--- config.mk ---
export PLATFORM = sky130hd
export DESIGN_NAME = xor_key_base64_codec_top
export DESIGN_NICKNAME = d
export VERILOG_FILES = /design/src/design/xkb64_pkg.sv /design/src/design/xor_key_base64_codec_top.sv
export VERILOG_INCLUDE_DIRS = /design/src /design/src/design
export SDC_FILE = /design/constraint.sdc
export NUM_CORES = 1
export LEC_CHECK = 0
export ABC_AREA = 0
export BUFFER_PORTS_ARGS = -buffer_cell sky130_fd_sc_hd__buf_2
export CORE_AREA = 5 5 111 113
export DETAILED_ROUTE_END_ITERATION = 10
export DIE_AREA = 0 0 116 118
export GPL_ROUTABILITY_DRIVEN = 0
export PLACE_DENSITY = 0.74
export SYNTH_ARGS = -nofsm -noshare
export SYNTH_HDL_FRONTEND = slang
export SYNTH_SLANG_ARGS = --single-unit
--- constraint.sdc ---
create_clock -name clk -period 5.5 [get_ports clk]
set_input_delay 0.55 -clock clk [delete_from_list [all_inputs] [get_ports clk]]
set_output_delay 0.55 -clock clk [all_outputs]
set_load 0.005 [all_outputs]
--- src/design/assert_macros.svh ---
// Assertion macros shared by the RTL in this folder.
// Each macro expects clk and arst_n to be visible where it is used.
`ifndef ASSERT_MACROS_SVH
`define ASSERT_MACROS_SVH

// Same-cycle implication, checked out of reset.
`define XKB_ASSERT_NOW(lbl, ante, cons, msg) \
	lbl: assert property (@(posedge clk) disable iff (!arst_n) (ante) |-> (cons)) \
		else $error(msg);

// Next-cycle implication, checked out of reset.
`define XKB_ASSERT_NEXT(lbl, ante, cons, msg) \
	lbl: assert property (@(posedge clk) disable iff (!arst_n) (ante) |=> (cons)) \
		else $error(msg);

`endif

--- src/design/xkb64_pkg.sv ---
// Package for the XOR-key Base64 codec: item mode and direction codes, result
// record, and the character conversion functions. Used by xor_key_base64_codec_top.
package xkb64_pkg;

	localparam logic [1:0] MODE_START = 2'd0;
	localparam logic [1:0] MODE_KEY   = 2'd1;
	localparam logic [1:0] MODE_BYTE  = 2'd2;
	localparam logic [1:0] MODE_END   = 2'd3;

	localparam logic DIR_ENCODE = 1'b0;
	localparam logic DIR_DECODE = 1'b1;

	localparam logic [7:0] PAD_CHAR = 8'h3D;   // '='

	typedef struct packed {
		logic [7:0] out_byte;
		logic       has_byte;
		logic       eom;
		logic       last;
	} res_t;

	// 6-bit value to Base64 character
	function automatic logic [7:0] enc_char(input logic [5:0] v);
		logic [7:0] c;
		if (v < 6'd26)      c = 8'h41 + {2'b00, v};
		else if (v < 6'd52) c = 8'h61 + {2'b00, v - 6'd26};
		else if (v < 6'd62) c = 8'h30 + {2'b00, v - 6'd52};
		else if (v == 6'd62) c = 8'h2B;
		else                c = 8'h2F;
		return c;
	endfunction

	// Base64 character to {valid, 6-bit value}
	function automatic logic [6:0] dec_char(input logic [7:0] c);
		logic [6:0] r;
		if (c >= 8'h41 && c <= 8'h5A)      r = {1'b1, 6'(c - 8'h41)};
		else if (c >= 8'h61 && c <= 8'h7A) r = {1'b1, 6'(c - 8'h61 + 8'd26)};
		else if (c >= 8'h30 && c <= 8'h39) r = {1'b1, 6'(c - 8'h30 + 8'd52)};
		else if (c == 8'h2B)               r = {1'b1, 6'd62};
		else if (c == 8'h2F)               r = {1'b1, 6'd63};
		else                               r = 7'd0;
		return r;
	endfunction

	// dash, colon, space and tab..CR are not counted in the key
	function automatic logic is_skipped_key(input logic [7:0] c);
		return (c == 8'h2D) || (c == 8'h3A) || (c == 8'h20) ||
			(c >= 8'h09 && c <= 8'h0D);
	endfunction

endpackage

--- src/design/xor_key_base64_codec_top.sv ---
// XOR-key Base64 codec, top level.
// Depends on xkb64_pkg and assert_macros.svh.
//
// An accepted item is worked out in the cycle of its transfer: the key and the
// bit accumulator update at once and the item's zero to three results land in
// a three-slot result buffer, which drives the output one result per cycle
// while out_ready is high. A new item is taken while the buffer is empty or while
// its final result is being transferred, so an item is taken only once the results
// of the last one are leaving. An encoded byte gives one or two characters (four
// characters for every three bytes), a decoded character at most one byte, key
// and start items none, and an end marker one to three results. The direction
// register is written through cfg_we/cfg_wdata and should only change between
// items.
module xor_key_base64_codec_top
	import xkb64_pkg::*;
(
	input  logic       clk,
	input  logic       arst_n,
	input  logic       cfg_we,
	input  logic       cfg_wdata,
	input  logic       in_valid,
	output logic       in_ready,
	input  logic [1:0] mode,
	input  logic [7:0] data_byte,
	output logic       out_valid,
	input  logic       out_ready,
	output logic [7:0] out_byte,
	output logic       has_byte,
	output logic       end_of_message,
	output logic       last
);

	logic       dir_q;
	logic [7:0] key_q;
	logic       key_odd_q;
	logic [5:0] pend_bits_q;
	logic [2:0] pend_cnt_q;

	res_t       slot_q [3];
	logic [1:0] buf_cnt_q;

	logic in_xfer, out_xfer;

	// next state and results of the item on the inputs
	logic [2:0]  nn;
	logic [7:0]  x;
	logic [13:0] acc_e, al_e;
	logic [3:0]  t_e, rem_e;
	logic        two_e;
	logic [6:0]  dv;
	logic [11:0] acc_d, al_d;
	logic [3:0]  t_d, rem_d;
	logic [11:0] mask_d;
	logic [13:0] mask_e;
	logic [5:0]  tail;

	res_t       res [3];
	logic [1:0] n_res;
	logic [7:0] key_d;
	logic       key_odd_d;
	logic [5:0] pend_bits_d;
	logic [2:0] pend_cnt_d;

	assign out_valid = (buf_cnt_q != 2'd0);
	assign out_xfer  = out_valid && out_ready;
	assign in_ready  = (buf_cnt_q == 2'd0) || ((buf_cnt_q == 2'd1) && out_ready);
	assign in_xfer   = in_valid && in_ready;

	assign out_byte       = slot_q[0].out_byte;
	assign has_byte       = slot_q[0].has_byte;
	assign end_of_message = slot_q[0].eom;
	assign last           = slot_q[0].last;

	always_comb begin
		nn    = (pend_cnt_q > 3'd6) ? 3'd6 : pend_cnt_q;
		x     = data_byte ^ key_q;

		// encode: byte joins the pending bits, one or two characters leave
		acc_e = {pend_bits_q, x};
		al_e  = acc_e << (3'd6 - nn);
		t_e   = {1'b0, nn} + 4'd8;
		two_e = (t_e >= 4'd12);
		rem_e = two_e ? (t_e - 4'd12) : (t_e - 4'd6);
		mask_e = (14'd1 << rem_e) - 14'd1;

		// decode: six bits join, a byte leaves once eight are held
		dv    = dec_char(data_byte);
		acc_d = {pend_bits_q, dv[5:0]};
		al_d  = acc_d << (3'd6 - nn);
		t_d   = {1'b0, nn} + 4'd6;
		rem_d = (t_d >= 4'd8) ? (t_d - 4'd8) : t_d;
		mask_d = (12'd1 << rem_d) - 12'd1;

		tail  = pend_bits_q << (3'd6 - nn);

		key_d       = key_q;
		key_odd_d   = key_odd_q;
		pend_bits_d = pend_bits_q;
		pend_cnt_d  = pend_cnt_q;
		n_res       = 2'd0;
		for (int i = 0; i < 3; i++) res[i] = '0;

		unique case (mode)
			MODE_START: begin
				key_d       = '0;
				key_odd_d   = 1'b0;
				pend_bits_d = '0;
				pend_cnt_d  = '0;
			end
			MODE_KEY: begin
				if (!is_skipped_key(data_byte)) begin
					if (key_odd_q) key_d = key_q + data_byte;
					key_odd_d = ~key_odd_q;
				end
			end
			MODE_BYTE: begin
				if (dir_q == DIR_ENCODE) begin
					res[0].out_byte = enc_char(al_e[13:8]);
					res[0].has_byte = 1'b1;
					res[1].out_byte = enc_char(al_e[7:2]);
					res[1].has_byte = 1'b1;
					n_res       = two_e ? 2'd2 : 2'd1;
					pend_bits_d = 6'(acc_e & mask_e);
					pend_cnt_d  = 3'(rem_e);
				end else if (dv[6]) begin
					if (t_d >= 4'd8) begin
						res[0].out_byte = al_d[11:4] ^ key_q;
						res[0].has_byte = 1'b1;
						n_res = 2'd1;
					end
					pend_bits_d = 6'(acc_d & mask_d);
					pend_cnt_d  = 3'(rem_d);
				end
			end
			MODE_END: begin
				if (dir_q == DIR_ENCODE && nn != 3'd0) begin
					res[0].out_byte = enc_char(tail);
					res[0].has_byte = 1'b1;
					res[1].out_byte = PAD_CHAR;
					res[1].has_byte = 1'b1;
					res[2].out_byte = PAD_CHAR;
					res[2].has_byte = 1'b1;
					priority if (nn == 3'd2) n_res = 2'd3;
					else if (nn == 3'd4)     n_res = 2'd2;
					else                     n_res = 2'd1;
				end else begin
					n_res = 2'd1;   // bare end marker
				end
				for (int i = 0; i < 3; i++)
					res[i].eom = (2'(i + 1) == n_res);
				pend_bits_d = '0;
				pend_cnt_d  = '0;
			end
			default: ;
		endcase

		for (int i = 0; i < 3; i++)
			res[i].last = (2'(i + 1) == n_res);
	end

	always_ff @(posedge clk or negedge arst_n) begin
		if (!arst_n) begin
			dir_q       <= DIR_ENCODE;
			key_q       <= '0;
			key_odd_q   <= 1'b0;
			pend_bits_q <= '0;
			pend_cnt_q  <= '0;
			buf_cnt_q   <= '0;
		end else begin
			if (cfg_we) dir_q <= cfg_wdata;
			if (in_xfer) begin
				key_q       <= key_d;
				key_odd_q   <= key_odd_d;
				pend_bits_q <= pend_bits_d;
				pend_cnt_q  <= pend_cnt_d;
				buf_cnt_q   <= n_res;
			end else if (out_xfer) begin
				buf_cnt_q <= buf_cnt_q - 2'd1;
			end
		end
	end

	// result slots: loaded on an input transfer, shifted down on an output one
	always_ff @(posedge clk) begin
		if (in_xfer) begin
			for (int i = 0; i < 3; i++) slot_q[i] <= res[i];
		end else if (out_xfer) begin
			slot_q[0] <= slot_q[1];
			slot_q[1] <= slot_q[2];
		end
	end

`include "assert_macros.svh"

	`XKB_ASSERT_NOW(a_eom_is_last, out_valid && end_of_message, last,
		"end of message not on the final result")
	`XKB_ASSERT_NEXT(a_end_gives_result, in_xfer && mode == MODE_END,
		out_valid && pend_cnt_q == 3'd0, "end item left no result or pending bits")
	`XKB_ASSERT_NOW(a_pend_even, 1'b1, !pend_cnt_q[0] && pend_cnt_q <= 3'd6,
		"pending bit count out of range")
	`XKB_ASSERT_NEXT(a_key_item_quiet, in_xfer && (mode == MODE_KEY || mode == MODE_START),
		!out_valid, "key or start item produced a result")

endmodule

==> flow_metrics.tcl <==
set metrics [dict create \
    synth.avg_cell_area_sq_um 8.05 \
    ys_seq_area_share_pct 21.1 \
    post-place-cells 888 \
    postCtsSetupRepairBufs 0 \
    drv_cap 0 \
    seq_area_sq_um 1280 \
    cts_tree "done" \
    ys.flop_type "edfxtp_1" \
    pin_count 29 \
    ir_drop_mv 0.375 \
    clk_pin_slew_ns 0.07 \
    slew_headroom_pct 29.7 \
    setup_slack_ns 0.722 \
    io_buffers 28 \
    fin_hold_ws_ns 0.214 \
    hold_buffers 0 \
    stdcell_count 896 \
    powerDensity_nw_per_um2 614 \
    cts_resized 0 \
    antenna_found_initial 0 \
    antenna_cells 0 \
    pre_cts_ws_ns 0.786 \
    antenna_left 0 \
    ys_types 83 \
    die_w_um 116 \
    slowest_delay_ns 0.54 \
    worstSetupStartpointType "register" \
    worstMarginPinSlew_ns 1.05 \
    syn-num-nets 828 \
    num_rows 39 \
    wl_per_cell_um 18.6 \
    drc 0 \
    finalHoldViolations 0 \
    synth-async-reset-ratio_pct 45.7 \
    viasPerCell 6.50 \
    crit_buf_inv 1 \
    r2r_slack_ns 0.72 \
    synth_area_sq_um 6050 \
    cp-end-kind "register" \
    core-area_sq_um 11200 \
    die_y_um 118 \
    cp_common_cell "ha_1" \
    gr-total-overflow 0 \
    grt_pass1_wl_um 27100 \
    grt_pass1_vias 5487 \
    hp-class "input pin to asynchronous set/reset pin" \
    drt-total-wl_um 16700 \
    syn2layout_area_growth_pct 5.57 \
    cts_made_buffers 5 \
    track_usage_pct 24.0 \
    finClkSkew_ns 0.00615 \
    period_share_pct 86.9 \
    netlist_instances 751 \
    multiInputGateArea_sq_um 4370 \
    insertion_delay_ns 0.29 \
    hpwl_um 12800 \
    drive_gt1_share_pct 12.2 \
    maxClockFrequency_mhz 209 \
    fillers 1021 \
    cts_root_buffer "clkbuf_16" \
    status "completed" \
    htreeDepth 2 \
    slew_viol_final 0 \
    synth_edf_count 25 \
    ys_seq_elements 46 \
    die-area_sq_um 13700 \
    synth_warnings 0 \
    critPathTopFamily "compound AO/OA/AOI/OAI gates" \
    slowest_stage "xnor2_2" \
    cts_num_sinks 46 \
    worstPathRequired_ns 5.53 \
    finalNetCount 829 \
    rsz0062_at_grt "false" \
    cts.path.max_buffers 2 \
    initial_core_util_pct 53.9 \
    fin_area_sq_um 6380 \
    crit_chain "ha_1 -> or2_2 -> ha_1 -> xnor2_2 -> mux2_4 -> o22ai_4 -> inv_1 -> ha_1 -> and2_1 -> a221oi_1 -> o21ai_1 -> o21ai_0 -> a31oi_1 -> a211oi_1 -> o21ai_0" \
    first_pass_iters 6 \
    fin_crit_ns 4.78 \
    grt_max_degree 27 \
    vias 5824 \
    setup_tns_ns 0 \
    placed_area_sq_um 6230 \
    finalSetupViolCount 0 \
    drtIter0Drc 566 \
    final_common_cell "nand2_1" \
    arrival_ns 4.81 \
    final_cell_mix "nand2_1 (95), ha_1 (60), nor2_1 (50), inv_1 (45), o21ai_0 (45)" \
    total_leakage_power_nw 2.72 \
    timing_worst_setup_path_type "register to register" \
    crit_fanout 10 \
]
==> power by group <==
| group | switching [mW] | total [mW] | internal [mW] |
|---|---|---|---|
| logic | 1.78 | 2.92 | 1.15 |
| registers | 0.122 | 0.672 | 0.550 |
| clock network | 0.129 | 0.326 | 0.197 |
==> final timing paths <==
check                                  to           start  depth (start not counted)
setup / recovery             slot_q[0][6]   pend_cnt_q[2]                         15
hold / removal                  key_odd_q          arst_n                          1
setup reg to reg             slot_q[0][6]   pend_cnt_q[2]                         15
hold reg to reg            pend_bits_q[5]  pend_bits_q[5]                          2
max in group asynchronous        key_q[5]          arst_n                          1
min in group clk                    dir_q          cfg_we                          2
==> metal layers <==
| metal | share of wire, % | up-vias | global-route usage (%) |
|---|---|---|---|
| met5 | 0 | - | 0 |
| met1 | 42 | 2764 | 32.5 |
| met3 | 7.6 | 40 | 3.70 |
| met4 | 3.0 | 0 | 8.56 |
| li1 | - | 2751 | - |
| met2 | 47 | 269 | 38.4 |
==> synth_stat cells, types with 10 or more instances <==
library cell / instances / share of area, %
nand3_1: 30 / 2.5
nor2_1: 50 / 3.1
mux2_2: 14 / 2.6
dfrtp_1: 21 / 8.7
a21oi_1: 42 / 3.5
inv_1: 45 / 2.8
edfxtp_1: 25 / 12
nor3_1: 25 / 2.1
ha_1: 60 / 12
and2_1: 10 / 1.0
xor2_1: 16 / 2.3
clkbuf_1: 24 / 1.5
mux2i_1: 15 / 2.5
xnor2_1: 29 / 4.2
o21ai_0: 45 / 3.7
nand2_1: 95 / 5.9
==> sequential cells by signal (all words and copies together), names as in the netlist <==
signal / count
slot_q: 25
key_q: 8
pend_bits_q: 6
pend_cnt_q: 3
buf_cnt_q: 2
dir_q: 1
key_odd_q: 1
==> kinds of logic (layout without fill, tap and decap cells) <==
family                     after synthesis  in the layout  share of synthesized area [%]
xor gates and xnor gates                46             46                           6.79
DFF                                     46             46                           21.1
and+or+nand+nor                        259            259                           20.3
buffers and inverters                   92             94                           6.68
muxes                                   38             38                           8.26
AOI/OAI and AO/OA                      209            209                           24.1
adders and majority gates               61             61                           12.7
==> worst register-to-register path, stage by stage, from the launching register on <==
cell and delay (ns):
dfrtp_1 0.50, ha_1 0.35, or2_2 0.34, ha_1 0.27
xnor2_2 0.54, mux2_4 0.39, o22ai_4 0.28, inv_1 0.11
ha_1 0.22, and2_1 0.17, a221oi_1 0.45, o21ai_1 0.26
o21ai_0 0.26, a31oi_1 0.06, a211oi_1 0.21, o21ai_0 0.11
==> stage by stage <==
stage               util [%]  power [mW]
floorplan                  -        2.91
global placement        55.5        3.46
detailed placement      55.5        3.53
CTS                     56.9        3.88
global route            56.9        4.25
finish                  56.9        3.92
==> final cells by class <==
type | count | area share (%)
inverter | 48 | 2.86
clock buffer | 8 | 2.47
tap | 143 | 2.80
multi-input combinational | 613 | 68.5
timing repair buffer | 38 | 3.37
sequential | 46 | 20.0
Power figures use the tool's default switching activity.
